$ cat src/design/cpf_pkg.sv
// Shared types, constants and kernel helpers for the 3x3 preset filter.
// No dependencies; every other design file but cpf_ram uses this package.

package cpf_pkg;

    localparam int MAX_WIDTH  = 1024;
    localparam int MAX_HEIGHT = 4096;
    localparam int MIN_SIZE   = 3;

    localparam int PIX_W    = 8;
    localparam int ADDR_W   = $clog2(MAX_WIDTH);
    localparam int COL_W    = 10;
    localparam int ROW_W    = 12;
    localparam int KIND_W   = 3;
    localparam int WIDTH_W  = 11;
    localparam int HEIGHT_W = 13;

    localparam int PADDR_W   = 4;
    localparam int PDATA_W   = 32;
    localparam int REG_IDX_W = 2;

    localparam int Q_DEPTH = 4;
    localparam int QPTR_W  = $clog2(Q_DEPTH);
    localparam int QCNT_W  = $clog2(Q_DEPTH + 1);

    localparam int SUM_W    = 13;
    localparam int MAG_W    = 12;
    localparam int RECIP_W  = 16;
    localparam int RECIP_SH = 18;
    localparam logic [RECIP_W-1:0] RECIP_5 = RECIP_W'(52429);
    localparam int OFFSET   = 128;

    typedef logic [PIX_W-1:0] pix_t;

    typedef enum logic [REG_IDX_W-1:0] {
        REG_KIND   = 2'd0,
        REG_WIDTH  = 2'd1,
        REG_HEIGHT = 2'd2
    } reg_idx_e;

    typedef enum logic [KIND_W-1:0] {
        FK_SMOOTH      = 3'd0,
        FK_EMBOSS      = 3'd1,
        FK_SHARPEN     = 3'd2,
        FK_LAPLACE     = 3'd3,
        FK_RELIEF_DIAG = 3'd4,
        FK_RELIEF_VERT = 3'd5
    } kind_e;

    typedef enum logic [2:0] {
        DIV_1,
        DIV_2,
        DIV_4,
        DIV_5,
        DIV_8
    } div_e;

    typedef struct packed {
        logic [KIND_W-1:0]   kind;
        logic [WIDTH_W-1:0]  width;
        logic [HEIGHT_W-1:0] height;
    } cfg_t;

    typedef struct packed {
        logic [ROW_W-1:0] row;
        logic [COL_W-1:0] col;
        logic             last;
    } meta_t;

    // win[row*3 + col], row 0 is the top row, col 0 the oldest column
    typedef struct packed {
        pix_t [8:0] win;
        meta_t      meta;
    } job_t;

    function automatic div_e kernel_div(input logic [KIND_W-1:0] kind);
        div_e d;
        case (kind_e'(kind))
            FK_SMOOTH:      d = DIV_8;
            FK_EMBOSS:      d = DIV_4;
            FK_SHARPEN:     d = DIV_5;
            FK_LAPLACE:     d = DIV_1;
            FK_RELIEF_DIAG: d = DIV_1;
            FK_RELIEF_VERT: d = DIV_2;
            default:        d = DIV_1;
        endcase
        return d;
    endfunction

    function automatic logic kernel_offset(input logic [KIND_W-1:0] kind);
        logic o;
        case (kind_e'(kind))
            FK_SHARPEN,
            FK_LAPLACE,
            FK_RELIEF_DIAG,
            FK_RELIEF_VERT: o = 1'b1;
            default:        o = 1'b0;
        endcase
        return o;
    endfunction

endpackage

$ cat src/design/cpf_regs.sv
// APB configuration registers: kernel select, line width, frame height.
// Depends on cpf_pkg; hands clamped sizes to the rest of the block.

module cpf_regs (
    input  logic                         clk,
    input  logic                         rst_n,
    input  logic                         psel,
    input  logic                         penable,
    input  logic                         pwrite,
    input  logic [cpf_pkg::PADDR_W-1:0]  paddr,
    input  logic [cpf_pkg::PDATA_W-1:0]  pwdata,
    output logic [cpf_pkg::PDATA_W-1:0]  prdata,
    output logic                         pready,
    output cpf_pkg::cfg_t                cfg
);
    import cpf_pkg::*;

    logic [KIND_W-1:0]   kind_reg;
    logic [WIDTH_W-1:0]  width_reg;
    logic [HEIGHT_W-1:0] height_reg;
    logic                wr_en;
    reg_idx_e            idx;

    assign pready = 1'b1;
    assign wr_en  = psel && penable && pwrite;
    assign idx    = reg_idx_e'(paddr[REG_IDX_W+1:2]);

    always_ff @(posedge clk or negedge rst_n)
    begin
        if (!rst_n)
        begin
            kind_reg   <= KIND_W'(0);
            width_reg  <= WIDTH_W'(640);
            height_reg <= HEIGHT_W'(480);
        end
        else if (wr_en)
        begin
            case (idx)
                REG_KIND:   kind_reg   <= pwdata[KIND_W-1:0];
                REG_WIDTH:  width_reg  <= pwdata[WIDTH_W-1:0];
                REG_HEIGHT: height_reg <= pwdata[HEIGHT_W-1:0];
                default:    ;
            endcase
        end
    end

    always_comb
    begin
        case (idx)
            REG_KIND:   prdata = PDATA_W'(kind_reg);
            REG_WIDTH:  prdata = PDATA_W'(width_reg);
            REG_HEIGHT: prdata = PDATA_W'(height_reg);
            default:    prdata = '0;
        endcase
    end

    // clamp sizes into the supported range
    always_comb
    begin
        cfg.kind = kind_reg;
        if (width_reg < WIDTH_W'(MIN_SIZE))
        begin
            cfg.width = WIDTH_W'(MIN_SIZE);
        end
        else if (width_reg > WIDTH_W'(MAX_WIDTH))
        begin
            cfg.width = WIDTH_W'(MAX_WIDTH);
        end
        else
        begin
            cfg.width = width_reg;
        end
        if (height_reg < HEIGHT_W'(MIN_SIZE))
        begin
            cfg.height = HEIGHT_W'(MIN_SIZE);
        end
        else if (height_reg > HEIGHT_W'(MAX_HEIGHT))
        begin
            cfg.height = HEIGHT_W'(MAX_HEIGHT);
        end
        else
        begin
            cfg.height = height_reg;
        end
    end
endmodule

$ cat config.mk
export PLATFORM = sky130hd
export DESIGN_NAME = cpf_regs
export DESIGN_NICKNAME = d
export VERILOG_FILES = /design/src/design/cpf_pkg.sv /design/src/design/cpf_regs.sv
export SDC_FILE = /design/constraint.sdc
export NUM_CORES = 1
export LEC_CHECK = 0
export ABC_CLOCK_PERIOD_IN_PS = 1000
export BUFFER_PORTS_ARGS = -buffer_cell sky130_fd_sc_hd__buf_2
export CAP_MARGIN = 20
export CORE_AREA = 2 2 68 70
export DETAILED_ROUTE_END_ITERATION = 10
export DIE_AREA = 0 0 70 72
export GPL_TIMING_DRIVEN = 0
export PLACE_DENSITY = 0.8
export SYNTH_ARGS = -nofsm -noshare
export SYNTH_HDL_FRONTEND = slang
export SYNTH_SLANG_ARGS = --single-unit
$ cat constraint.sdc
create_clock -name clk -period 1 [get_ports clk]
set_input_delay 0.15 -clock clk [delete_from_list [all_inputs] [get_ports clk]]
set_output_delay 0.15 -clock clk [all_outputs]
set_load 0.01 [all_outputs]
# ---- After elaboration in Yosys (flattened, before gate mapping)
# Cells that the tools add are included.
dict set report word_totals {
  ff_bits 27
  latch_bits 0
  mem_bits_rw 0
  mem_bits_ro 0
  in_bits 41
  word_cells 20
  memories 0
}
dict set report op_classes {
  addsub 0
  multipliers 0
  div_mod_pow 0
  n_lt_le_gt_ge 4
  n_eq_ne 2
  shift 0
  muxes 5
  bitwise 0
  reduce_logical 6
}
# op count
set op_table {}
lappend op_table {{one-hot mux 13 bit (3 select lines)} 1}
lappend op_table {{2-to-1 mux 13 bit} 2}
lappend op_table {{2-to-1 mux 11 bit} 2}
lappend op_table {{> comparator 13 bit (second input constant)} 1}
lappend op_table {{less-than comparator 13 x 2 -> 1 bit (second input constant)} 1}
lappend op_table {{> comparator 11 bit (second input constant)} 1}
lappend op_table {{less-than comparator 11 x 2 -> 1 bit (second input constant)} 1}
lappend op_table {{AND reduction 2 bit} 3}
lappend op_table {{== test 2 x 1 -> 1 bit (second input constant)} 1}
lappend op_table {{== test 2 bit (second input constant)} 1}
lappend op_table {{logical AND 1 bit} 2}
lappend op_table {{logical NOT 2 bit} 1}

# ---- Longest topological paths before layout
# Gate-level depths: netlist (run 1).
dict set report logic_depth {
  word_depth 3
  ltp_mapped 5
  depth_no_buf 3
}

# ---- Worst setup path before layout (run 1)
# Ideal clock, no wire load.
dict set report synth_timing {
  path_type {input to register}
  start {in pwrite}
  end {reg width_reg[10]}
  setup_time_ns 0.125
  t_arrival_ns 1.123
  required_time_ns 0.875
  setup_slack_ns -0.248
  path_stages 4
  n_path_buf 1
  path_cell_list {nand3_1 -> or3b_1 -> buf_6 -> mux2_4}
}
dict set report synth_via {
  elab_chain_cells 2
}
# item line
set synth_rtl {}
lappend synth_rtl {{from (decl)} cpf_regs.sv:9} ;# input logic pwrite,
lappend synth_rtl {{logical AND 1 bit} cpf_regs.sv:25} ;# assign wr_en = psel && penable && pwrite;
lappend synth_rtl {{AND reduction 2 bit (no source line)} -}
lappend synth_rtl {{to (signal assigned)} cpf_regs.sv:40} ;# REG_WIDTH: width_reg <= pwdata[WIDTH_W-1:0];
lappend synth_rtl {{to (decl)} cpf_regs.sv:19} ;# logic [WIDTH_W-1:0] width_reg;
# Every way passes these cells.
# A chain may end at the register's enable or synchronous reset.

==> qor.txt, run 1 <==
Status: complete, but fails checks
Failing checks: setup timing
Min-Delay Path Class: input port to register
CP arrival: 1.47 ns
HPWL reported at the end of detailed placement: 3.088 mm
Cell count after synthesis: 142
Data required time at the worst endpoint: 0.85 ns
Number of flops mapped to enable cells by yosys: 0
Worst Reg2Reg Path Length in Cells: 3
Final standard cell count with taps included and fillers excluded: 294
Share of total power in the clock network: 0.141
Final max-slew violation count: 0
Area share of fa/ha/maj cells after synthesis: 0
Total iterations of the first detailed-routing run: 4
Maximum number of pins on one net before global-route repair: 28
Part of the power in registers: 0.386
Number of inserted diodes: 0
Number of input and output port buffers inserted: 58
Clk slew on worst S/H paths: 0.10 ns
Fraction of synthesized area in multiplexers: 0.2329
GP Congestion: 0.7614
Largest family of logic cells by synthesized area: multiplexers
Initial cell density of the core: 0.3741
Count of unique library cells instantiated by Yosys: 22
Category of the critical setup timing path: register to output port
Simple-Gate Fraction of Synth Area: 0.1388
Worst setup slack after placement: -0.3639 ns
Leading area contributor after synthesis: dfrtp_1
Full die area: 5040 µm²
Post-detailed-route wirelength per cell: 16.41 µm
Worst vdd rail ir drop: 0.6575 mV
Kind of capture point of the worst setup path: output port
Total power per unit cell area: 1705 nW/µm²
Setup repair after global routing missed its margin: true
Setup slack of the critical path after layout: -0.6195 ns
Floorplan die width: 70 µm
Number of setup violations in the final report: 53
Clock skew: 0 ns
Max reg flops: 13
Warning count from the yosys run: 0
Total Routing Usage GR: 0.1736
Number of DRC markers in iteration 0: 56
Synth Area in XOR/XNOR: 0
R2R Path End: height_reg[12]
Average vias per placed instance: 4.690
Global-route wire length before repair: 6.796 mm
Cell-internal power: 2.966 mW
Maximum count of clock buffers along a single path: 2
Hold endpoint: height_reg[12]
Total overflow reported by the global router: 0
Post-route ant nets: 0
Most frequent cell after synthesis: buf_4
Cts bufs inserted: 3
Number of nets in the finished design: 284
Clock Latency Late Sink: 0.27 ns
Worst-case register-to-register setup slack: -0.09 ns
Core Area: 4264 µm²
Cells taking the most area after synthesis: dfrtp_1 33%, mux2_2 12%, buf_4 10%
Fraction of layout cells with a size suffix above 1: 0.6736
Clk sinks: 27
Post-Syn Area per Cell: 11.23 µm²
Number of remaining DRC errors: 0
Setup crit start kind: register
Portion of the post-synthesis area used by sequential elements: 0.4282
Final critical-path required period: 1.619 ns
Least-Margin Pin Slew: 0.6101 ns
Share of flip-flops with an asynchronous set or reset: 1.000
Hold violation count in the final report: 0
Switching part of the total: 0.3422
Final cell utilization of the core: 0.6200
Synthesis-to-layout area growth: 65.73%
Number of placed instances, taps included: 270
Register bit total from synthesis: 27
Library cell used as clock root buffer: clkbuf_8
Number of maximum-capacitance violations: 0
Cell area after synthesis: 1595 µm²
Number of cells on the worst hold path: 2
H-tree levels: 1
Total Wirelength: 4.826 mm
Top_reg_cell synth: dfrtp_1
Highest clock frequency the design can meet: 617.5 MHz
Die Y: 72 µm
Antenna violations before repair: 0
Relative max-transition margin: 0.5932
Worst hold path startpoint: pwdata[12]
Area fraction of the dominant cell type after synthesis: 0.3294
Net switching component of the power: 1.543 mW
Number of cell rows: 24
Number of global-route vias before repair: 1,390
Leakage Power: 1.368 nW
Largest fanout on the critical path: 2
Total via count after detailed routing: 1,379
Worst Hold Margin: 0.1071 ns
CTS tree: yes
Relative contribution of combinational cells to total power: 0.473
Share of the clock period used by the worst path after layout: 1.619
Top Ports: 101
Compound-Gate Fraction of Synth Area: 0.06588
Leading post-synthesis cells by instance count: 22 x buf_4, 21 x dfrtp_1, 20 x nor2b_1, 17 x mux2_2, 10 x mux2_4
Launch instance of the worst register-to-register path: height_reg[12]
-- power by group through the flow --
stage | combinational, mW | clock [mW] | sequential (mW)
floorplan | 0.982 | 0 | 1.61
global placement | 1.44 | 0 | 1.68
detailed placement | 1.47 | 0 | 1.70
CTS | 1.82 | 0.631 | 1.68
global route | 2.28 | 0.680 | 1.77
finish | 2.13 | 0.637 | 1.74
-- stage by stage --
| stage | TNS [ns] | cell area [µm²] | power [mW] |
|---|---|---|---|
| 2_1_floorplan | -3.717 | 1767 | 2.593 |
| 3_3_place_gp | -13.90 | 2122 | 3.114 |
| 3_5_place_dp | -14.48 | 2122 | 3.174 |
| 4_1_cts | -10.93 | 2469 | 4.137 |
| 5_1_grt | -13.66 | 2644 | 4.724 |
| 6_report | -11.57 | 2644 | 4.509 |
-- final cells by class --
type                       count  area (µm²)
clock buffer                   4       45.04
inverter                       2       7.507
multi-input combinational    102       977.2
tap                           52       65.06
fill                         320        1620
timing repair buffer          78       605.6
sequential                    27       686.9
buffer                        29       256.5
-- routing by layer --
layer	vias to the layer above	share of wire	track usage
met2	53	0.54	0.3280
met5	-	0	0
met1	677	0.39	0.1977
li1	647	-	-
met4	0	0.0037	0.04060
met3	2	0.068	0.04306
-- cells in the final DEF, fill, tap and decap left out, types with 6 or more instances in the layout --
cell / n
buf_2: 45
buf_6: 25
buf_4: 25
mux2_4: 23
conb_1: 20
dfrtp_1: 18
nor2b_1: 10
nor2b_4: 9
a22o_1: 8
dfstp_2: 6
-- critical path, cell delays in order (launching register included) --
cell	delay, ns
dfrtp_1	0.43
nor4_2	0.27
nand3_1	0.19
a21oi_2	0.16
buf_2	0.14
-- worst max-delay path by stage --
stage / start / endpoint / slack [ns] / cells past startpoint
2_1_floorplan: paddr[2] / width_reg[10] / -0.20 / 4
3_3_place_gp: paddr[3] / prdata[1] / -0.36 / 6
3_5_place_dp: paddr[3] / prdata[1] / -0.36 / 6
4_1_cts: height_reg[3] / cfg[1] / -0.61 / 4
5_1_grt: height_reg[2] / cfg[0] / -0.69 / 4
6_report: height_reg[2] / cfg[0] / -0.62 / 4
-- timing repair --
| item | 4_1_cts | 5_1_grt |
|---|---|---|
| endpoints found under the setup margin | 55 | 60 |
| hold buffers | 1 | 0 |
| hold endpoints to repair | 21 | 0 |
| gates cloned | 3 | 0 |
| pin swaps | 7 | 1 |
| buffers inserted | 12 | 7 |
| resized for setup | 38 | 33 |
-- logic make-up after synthesis --
logic type             after synthesis
DFF                                 27
and+or+nand+nor                     37
buffers and inverters               31
AOI/OAI and AO/OA                   15
other                                2
muxes                               30
No activity file was read; power rests on OpenSTA's default activity.
==> inputs of run 2 (changes only) <==
Settings changed: ABC_AREA set to 1, CORE_AREA 2 2 68 70 to 2 2 70 72, DIE_AREA 0 0 70 72 to 0 0 72 74, PLACE_DENSITY 0.8 to 0.79, SKIP_LAST_GASP set to 1.
==> run 2 against run 1 <==
Effect of this change:
- setup slack worse by 0.049 ns
- largest power group unchanged
- global-route usage is 1.4 points higher
- the flow still finishes with violations (setup timing)
- sequential share of layout area down 0.52 points
- critical endpoint is now cfg[4]
- critical path type unchanged
- sequential power is 9% lower
- critical path depth increased by 2
- wire length rose by 8.6%
- non-clock buffer count rose by 9
- die area increased by 5.7%
- via count grew 30%
- combinational power is 14% higher
==> qor.txt, run 2 <==
Number of remaining DRC errors: 0 (unchanged)
R2R Path End: height_reg[12]
Average vias per placed instance: 4.598 (-2.0%)
Top_reg_cell synth: dfrtp_1
Setup total negative slack: -17.43 ns (-5.858 ns)
Clock skew: 0 ns (unchanged)
Final critical-path required period: 1.668 ns (+0.04882 ns)
Fraction of layout cells with a size suffix above 1: 0.5994 (-0.07415)
Area fraction of the dominant cell type after synthesis: 0.3091 (-0.02036)
Data required time at the worst endpoint: 0.85 ns (about the same)
Library cell used as clock root buffer: clkbuf_8
Cts bufs inserted: 3 (unchanged)
Timing startpoint of the critical path: height_reg[2]
Total iterations of the first detailed-routing run: 4 (unchanged)
Critical Path Max Stage Delay: 0.42 ns (about the same)
Kind of capture point of the worst setup path: output port
Leakage Power: 1.456 nW (+6.5%)
Part of the power in registers: 0.343 (-0.043)
Most frequent standard cell in the layout excluding fill and tap cells: buf_2
Warning count from the yosys run: 0 (unchanged)
Clk sinks: 27 (unchanged)
Maximum number of pins on one net before global-route repair: 28 (unchanged)
Worst path top cell family by delay: simple AND/OR/NAND/NOR gates
Total buffers and inverters traversed by the critical path: 1 (unchanged)
Setup slack of the critical path after layout: -0.6683 ns (-0.04882 ns)
Cell area after synthesis: 1700 µm² (+6.6%)
Total Routing Usage GR: 0.1872 (+0.01364)
Antenna violations before repair: 0 (unchanged)
Clock Latency Late Sink: 0.26 ns (about the same)
Worst-case register-to-register setup slack: 0.05 ns (+0.14 ns)
Number of maximum-capacitance violations: 0 (unchanged)
Net switching component of the power: 1.830 mW (+19%)
Destination of the critical timing path: cfg[4]
Total overflow reported by the global router: 0 (unchanged)
Hold violation count in the final report: 0 (unchanged)
Top Ports: 101 (unchanged)
Share of total power in the clock network: 0.132 (-0.009)
CP cell instances: nor2_2 -> nand2_2 -> nor2_4 -> nand2_4 -> a21oi_2 -> buf_2
Min-Delay Path Class: input port to register
Worst vdd rail ir drop: 0.9097 mV (+38%)
CP arrival: 1.52 ns (+0.05 ns)
Number of cell rows: 25 (+4.2%)
Portion of the post-synthesis area used by sequential elements: 0.4018 (-0.02647)
Number of nets in the finished design: 379 (+33%)
Share of flip-flops with an asynchronous set or reset: 1.000 (unchanged)
Number of DRC markers in iteration 0: 44 (-21%)
CP Depth: 6 (+2)
Most used cells in the layout excluding fill and tap cells: 57 x buf_2, 38 x nand2_1, 37 x buf_4
CTS tree: yes
Full die area: 5328 µm² (+5.7%)
Most frequent cell after synthesis: nand2_1
Initial cell density of the core: 0.3698 (-0.004324)
Synthesis-to-layout area growth: 58.35%
Total power per unit cell area: 1712 nW/µm² (+0.38%)
Post-Syn Area per Cell: 7.491 µm² (-33%)
Category of the critical setup timing path: register to output port
H-tree levels: 1 (unchanged)
Relative contribution of combinational cells to total power: 0.525 (+0.052)
Launch instance of the worst register-to-register path: height_reg[12]
Setup repair after global routing missed its margin: true
Worst Reg2Reg Path Length in Cells: 3 (unchanged)
Leading area contributor after synthesis: dfrtp_1
Cells taking the most area after synthesis: dfrtp_1 31%, nand2_1 9.5%, dfstp_2 9.3%
Floorplan die width: 72 µm (+2.9%)
Number of input and output port buffers inserted: 59 (+1.7%)
Total via count after detailed routing: 1,798 (+30%)
Total Wirelength: 5.242 mm (+8.6%)
Clk slew on worst S/H paths: 0.08 ns (-0.02 ns)
Number of global-route vias before repair: 1,636 (+18%)
Die Y: 74 µm (+2.8%)
Number of inserted diodes: 0 (unchanged)
Switching part of the total: 0.3971 (+0.05491)
Status: complete, but fails checks
HPWL reported at the end of detailed placement: 3.421 mm (+11%)
Register bit total from synthesis: 27 (unchanged)
Final max-slew violation count: 0 (unchanged)
Maximum count of clock buffers along a single path: 2 (unchanged)
Share of the clock period used by the worst path after layout: 1.668 (+0.04882)
Cell count after synthesis: 227 (+60%)
Core Area: 4598 µm² (+7.8%)
Post-route ant nets: 0 (unchanged)
Final total power: 4.610 mW (+2.2%)
Largest fanout on the critical path: 5 (+3)
Post-detailed-route wirelength per cell: 13.41 µm (-18%)
Failing checks: setup timing
Leading post-synthesis cells by instance count: 43 x nand2_1, 36 x inv_1, 26 x nor2_1, 21 x dfrtp_1, 20 x buf_4
Number of flops mapped to enable cells by yosys: 0 (unchanged)
Max reg flops: 13 (unchanged)
Setup crit start kind: register
GP Congestion: 0.8772 (+15%)
Count of unique library cells instantiated by Yosys: 23 (+4.5%)
Number of setup violations in the final report: 37 (-30%)
Global-route wire length before repair: 7.728 mm (+14%)
Cell-internal power: 2.779 mW (-6.3%)
Critical path's slowest cell: dfrtp_1
Highest clock frequency the design can meet: 599.4 MHz (-2.9%)
## run 2: changes by cell type in the layout (fill, tap and decap cells not counted), moves of 8 or more
cell / before / now
a22o_1: 8 / 0
buf_2: 45 / 57
buf_4: 25 / 37
buf_6: 25 / 17
inv_1: 2 / 21
inv_2: 0 / 11
mux2_4: 23 / 0
nand2_1: 3 / 38
nor2_2: 0 / 12
nor2_4: 0 / 9
nor2b_1: 10 / 0
nor2b_4: 9 / 0
o21ai_1: 3 / 12
o21ai_2: 0 / 13
## run 2: cell type report
class,count,area (µm²)
Fill cell,428,1906
Multi-Input combinational cell,153,943.4
Sequential cell,27,685.7
Timing Repair Buffer,87,581.8
Buffer,29,217.7
Inverter,37,151.4
Tap cell,54,67.56
Clock buffer,4,45.04
## run 2: cells by family after synthesis
| kind of cell | after synthesis | synth area share |
|---|---|---|
| AND/OR/NAND/NOR | 81 | 0.1987 |
| buffers and inverters | 66 | 0.2090 |
| AO/OA/AOI/OAI | 51 | 0.1862 |
| flip-flops | 27 | 0.4018 |
| other | 2 | 0.004417 |
## run 2: repair_timing
action | CTS | global route
endpoints found under the setup margin | 38 | 39
gates resized for setup | 35 | 57
hold buffers | 1 | 0
buffers inserted | 12 | 17
gates cloned | 1 | 0
pin swaps | 16 | 18
endpoints found under the hold margin | 21 | 0
## run 2: routing by layer
metal | routed length, µm | GRT usage
met1 | 2176 | 0.2423
met2 | 2665 | 0.3200
met4 | 68 | 0.05031
met5 | 0 | 0
met3 | 332 | 0.04065
## run 2: power by group through the flow
stage,Clock (mW),Combinational [mW],Sequential [mW]
after floorplan,0,0.987,1.53
after CTS,0.614,1.85,1.55
final,0.610,2.42,1.58
after global placement,0,1.47,1.57
after global routing,0.663,2.63,1.60
after detailed placement,0,1.50,1.58
## run 2: per-stage QoR
stage | setup WS [ns] | utilization | cell area [µm²] | hold slack [ns] | instances
finish | -0.6683 | 0.5856 | 2693 | 0.1199 | 391
global route | -0.7277 | 0.5856 | 2693 | 0.1192 | 391
CTS | -0.6158 | 0.5184 | 2384 | 0.1179 | 376
detailed placement | -0.4261 | 0.4659 | 2142 | 0.1965 | 358
global placement | -0.4250 | 0.4659 | 2142 | 0.1915 | 358
floorplan | -0.1472 | - | 1779 | -0.1456 | 245
## run 2: worst min path at each step
| stage | from | end | slack [ns] | cells after the start |
|---|---|---|---|---|
| floorplan | rst_n | height_reg[0] | -0.15 | 0 |
| global placement | rst_n | kind_reg[2] | 0.19 | 1 |
| detailed placement | rst_n | kind_reg[1] | 0.20 | 1 |
| CTS | pwdata[8] | height_reg[8] | 0.12 | 3 |
| global route | pwdata[6] | height_reg[6] | 0.12 | 3 |
| finish | pwdata[5] | height_reg[5] | 0.12 | 3 |
## run 2: worst reg2reg max path, cell delays in order (launching register included)
cell and delay, ns:
dfrtp_2 0.42, buf_2 0.30, nand2_1 0.11, nand2_1 0.07
==> inputs of run 3 (changes only) <==
Settings changed: REMOVE_ABC_BUFFERS set to 1.
==> run 3 against run 2 <==
Effect of this change:
- sequential power about the same
- non-clock buffer count shrank 26
- global-route usage decreased by 1.4 points
- core utilization is 5.1 points lower
- critical path depth unchanged
- largest power group unchanged
- power fell by 2.8%
- via count up 2.3%
- the flow still finishes with violations (setup timing)
- critical path type unchanged
- clock-buffer cell count unchanged
- wire length grew 4.2%
- highest routed layer unchanged
- final cell count down 6.6%
==> qor.txt, run 3 (synthesis gave the netlist of run 2 again) <==
Status: complete, but fails checks
Failing checks: setup timing
Data required time at the worst endpoint: 0.85 ns (about the same)
Clk sinks: 27 (unchanged)
Setup slack of the critical path after layout: -0.6778 ns (-0.009504 ns)
Cts bufs inserted: 3 (unchanged)
Highest clock frequency the design can meet: 596.0 MHz (-0.57%)
Total power per unit cell area: 1821 nW/µm² (+6.3%)
Final critical-path required period: 1.678 ns (+0.009504 ns)
Least-Margin Pin Slew: 0.6055 ns
Total Routing Usage GR: 0.1729 (-0.01432)
H-tree levels: 1 (unchanged)
Setup repair after global routing missed its margin: true
Multi-input gate area: 920.9 µm² (-2.4%)
Final standard cell count with taps included and fillers excluded: 365 (-6.6%)
Number of remaining DRC errors: 0 (unchanged)
Number of nets in the finished design: 353 (-6.9%)
Clock skew: 0 ns (unchanged)
Maximum number of pins on one net before global-route repair: 28 (unchanged)
Total iterations of the first detailed-routing run: 5 (+1)
Number of maximum-capacitance violations: 0 (unchanged)
Max reg flops: 13 (unchanged)
Number of setup violations in the final report: 37 (unchanged)
Kind of capture point of the worst setup path: output port
Antenna violations before repair: 0 (unchanged)
Post-route ant nets: 0 (unchanged)
HPWL reported at the end of detailed placement: 3.095 mm (-9.5%)
Most repeated library cell on the critical path: nor2_1
Number of cell rows: 25 (unchanged)
Leakage Power: 1.316 nW (-9.6%)
GP Congestion: 0.7553 (-14%)
Number of global-route vias before repair: 1,513 (-7.5%)
Share of the clock period used by the worst path after layout: 1.678 (+0.009504)
Initial cell density of the core: 0.3698 (unchanged)
Number of cells on the worst hold path: 3 (unchanged)
Die Y: 74 µm (unchanged)
Core Area: 4598 µm² (unchanged)
Critical path's slowest cell: dfstp_2
Total overflow reported by the global router: 0 (unchanged)
CTS tree: yes
Number of inserted diodes: 0 (unchanged)
CP cell instances: nor2_1 -> nand3_1 -> nor2_2 -> nor2_4 -> nor2_1 -> buf_2
Hold violation count in the final report: 0 (unchanged)
Clk slew on worst S/H paths: 0.09 ns (about the same)
Largest fanout on the critical path: 7 (+2)
Most used cells in the layout excluding fill and tap cells: 56 x buf_2, 39 x nand2_1, 22 x inv_1
CP arrival: 1.53 ns (about the same)
Worst vdd rail ir drop: 0.6751 mV (-26%)
Number of placed instances, taps included: 329 (-8.1%)
Top Ports: 101 (unchanged)
Fraction of layout cells with a size suffix above 1: 0.5531 (-0.04635)
Average vias per placed instance: 5.041 (+9.6%)
Setup crit start kind: register
Final max-slew violation count: 0 (unchanged)
Number of DRC markers in iteration 0: 154 (+250%)
Relative max-transition margin: 0.5963
Global-route wire length before repair: 7.127 mm (-7.8%)
Total Wirelength: 5.463 mm (+4.2%)
Worst setup slack after placement: -0.5667 ns (-0.1406 ns)
Number of input and output port buffers inserted: 59 (unchanged)
Maximum count of clock buffers along a single path: 2 (unchanged)
Worst Reg2Reg Path Length in Cells: 4 (+1)
Total via count after detailed routing: 1,840 (+2.3%)
Most frequent standard cell in the layout excluding fill and tap cells: buf_2
Area taken by flip-flops and latches: 686.9 µm² (+0.18%)
Floorplan die width: 72 µm (unchanged)
Synthesis-to-layout area growth: 44.67%
Full die area: 5328 µm² (unchanged)
Post-detailed-route wirelength per cell: 14.97 µm (+12%)
Fillcell total: 413 (-3.5%)
Library cell used as clock root buffer: clkbuf_8
Category of the critical setup timing path: register to output port
Min-Delay Path Class: input port to register
Clock Latency Late Sink: 0.27 ns (about the same)
Critical Path Max Stage Delay: 0.58 ns (+0.16 ns)
run 3: cell types whose count changed in the layout (fill, tap and decap cells not counted), moves of 2 or more:
cell / previous run / this run
nor2_1: 7 / 14
nand2_2: 7 / 5
nor2_2: 12 / 8
buf_4: 37 / 20
nor2_4: 9 / 6
buf_6: 17 / 13
a21oi_2: 8 / 10
a21oi_1: 4 / 2
clkbuf_1: 3 / 1
run 3: final timing paths:
| check | endpoint | slack [ns] | from |
|---|---|---|---|
| min reg2reg | kind_reg[1] | 0.51 | kind_reg[1] |
| max in group asynchronous | height_reg[1] | 0.14 | rst_n |
| max | cfg[22] | -0.68 | width_reg[7] |
| min | height_reg[5] | 0.11 | pwdata[5] |
| min in group asynchronous | width_reg[8] | 0.42 | rst_n |
| max reg2reg | height_reg[5] | 0.06 | height_reg[5] |
run 3: critical path, delay by kind of cell, from the launching register on:
| kind | cells | cell delay (ns) |
|---|---|---|
| simple gates | 5 | 0.53 |
| flops | 1 | 0.58 |
| buf+inv | 1 | 0.15 |
run 3: final cells by class:
class / count / share of cell area
Timing Repair Buffer: 90 / 0.2386
Multi-Input combinational cell: 153 / 0.3744
Tap cell: 54 / 0.02747
Inverter: 37 / 0.06205
Sequential cell: 27 / 0.2792
Clock buffer: 4 / 0.01831
run 3: layer usage:
metal	GRT usage	vias up	share of wire
met4	0.07966	0	0.031
li1	-	843	-
met2	0.3107	117	0.53
met5	0	-	0
met1	0.2094	859	0.38
met3	0.01897	21	0.064
run 3: through the flow:
stage,cell area [µm²],TNS (ns),total power [mW],hold slack [ns],utilization
CTS,2200,-15.72,3.973,0.1159,0.4784
floorplan,1551,-3.172,2.414,-0.1456,-
finish,2460,-17.26,4.478,0.1067,0.5350
global route,2460,-19.17,4.702,0.1241,0.5350
detailed placement,1914,-12.87,2.960,0.1850,0.4163
global placement,1914,-11.92,2.921,0.1809,0.4163
run 3: what timing repair did:
action | CTS | global route
pin swaps | 8 | 16
gates cloned | 1 | 0
endpoints found under the hold margin | 21 | 0
endpoints found under the setup margin | 37 | 50
resized for setup | 42 | 42
buffers inserted | 16 | 15
hold buffers | 1 | 0
run 3: where the power goes:
part           leakage [nW]  switching (mW)  total, mW  internal (mW)
combinational         0.968            1.27       2.27           1.00
clock                0.0228           0.333      0.619          0.285
sequential            0.326           0.237       1.59           1.36
total                  1.32            1.84       4.48           2.64
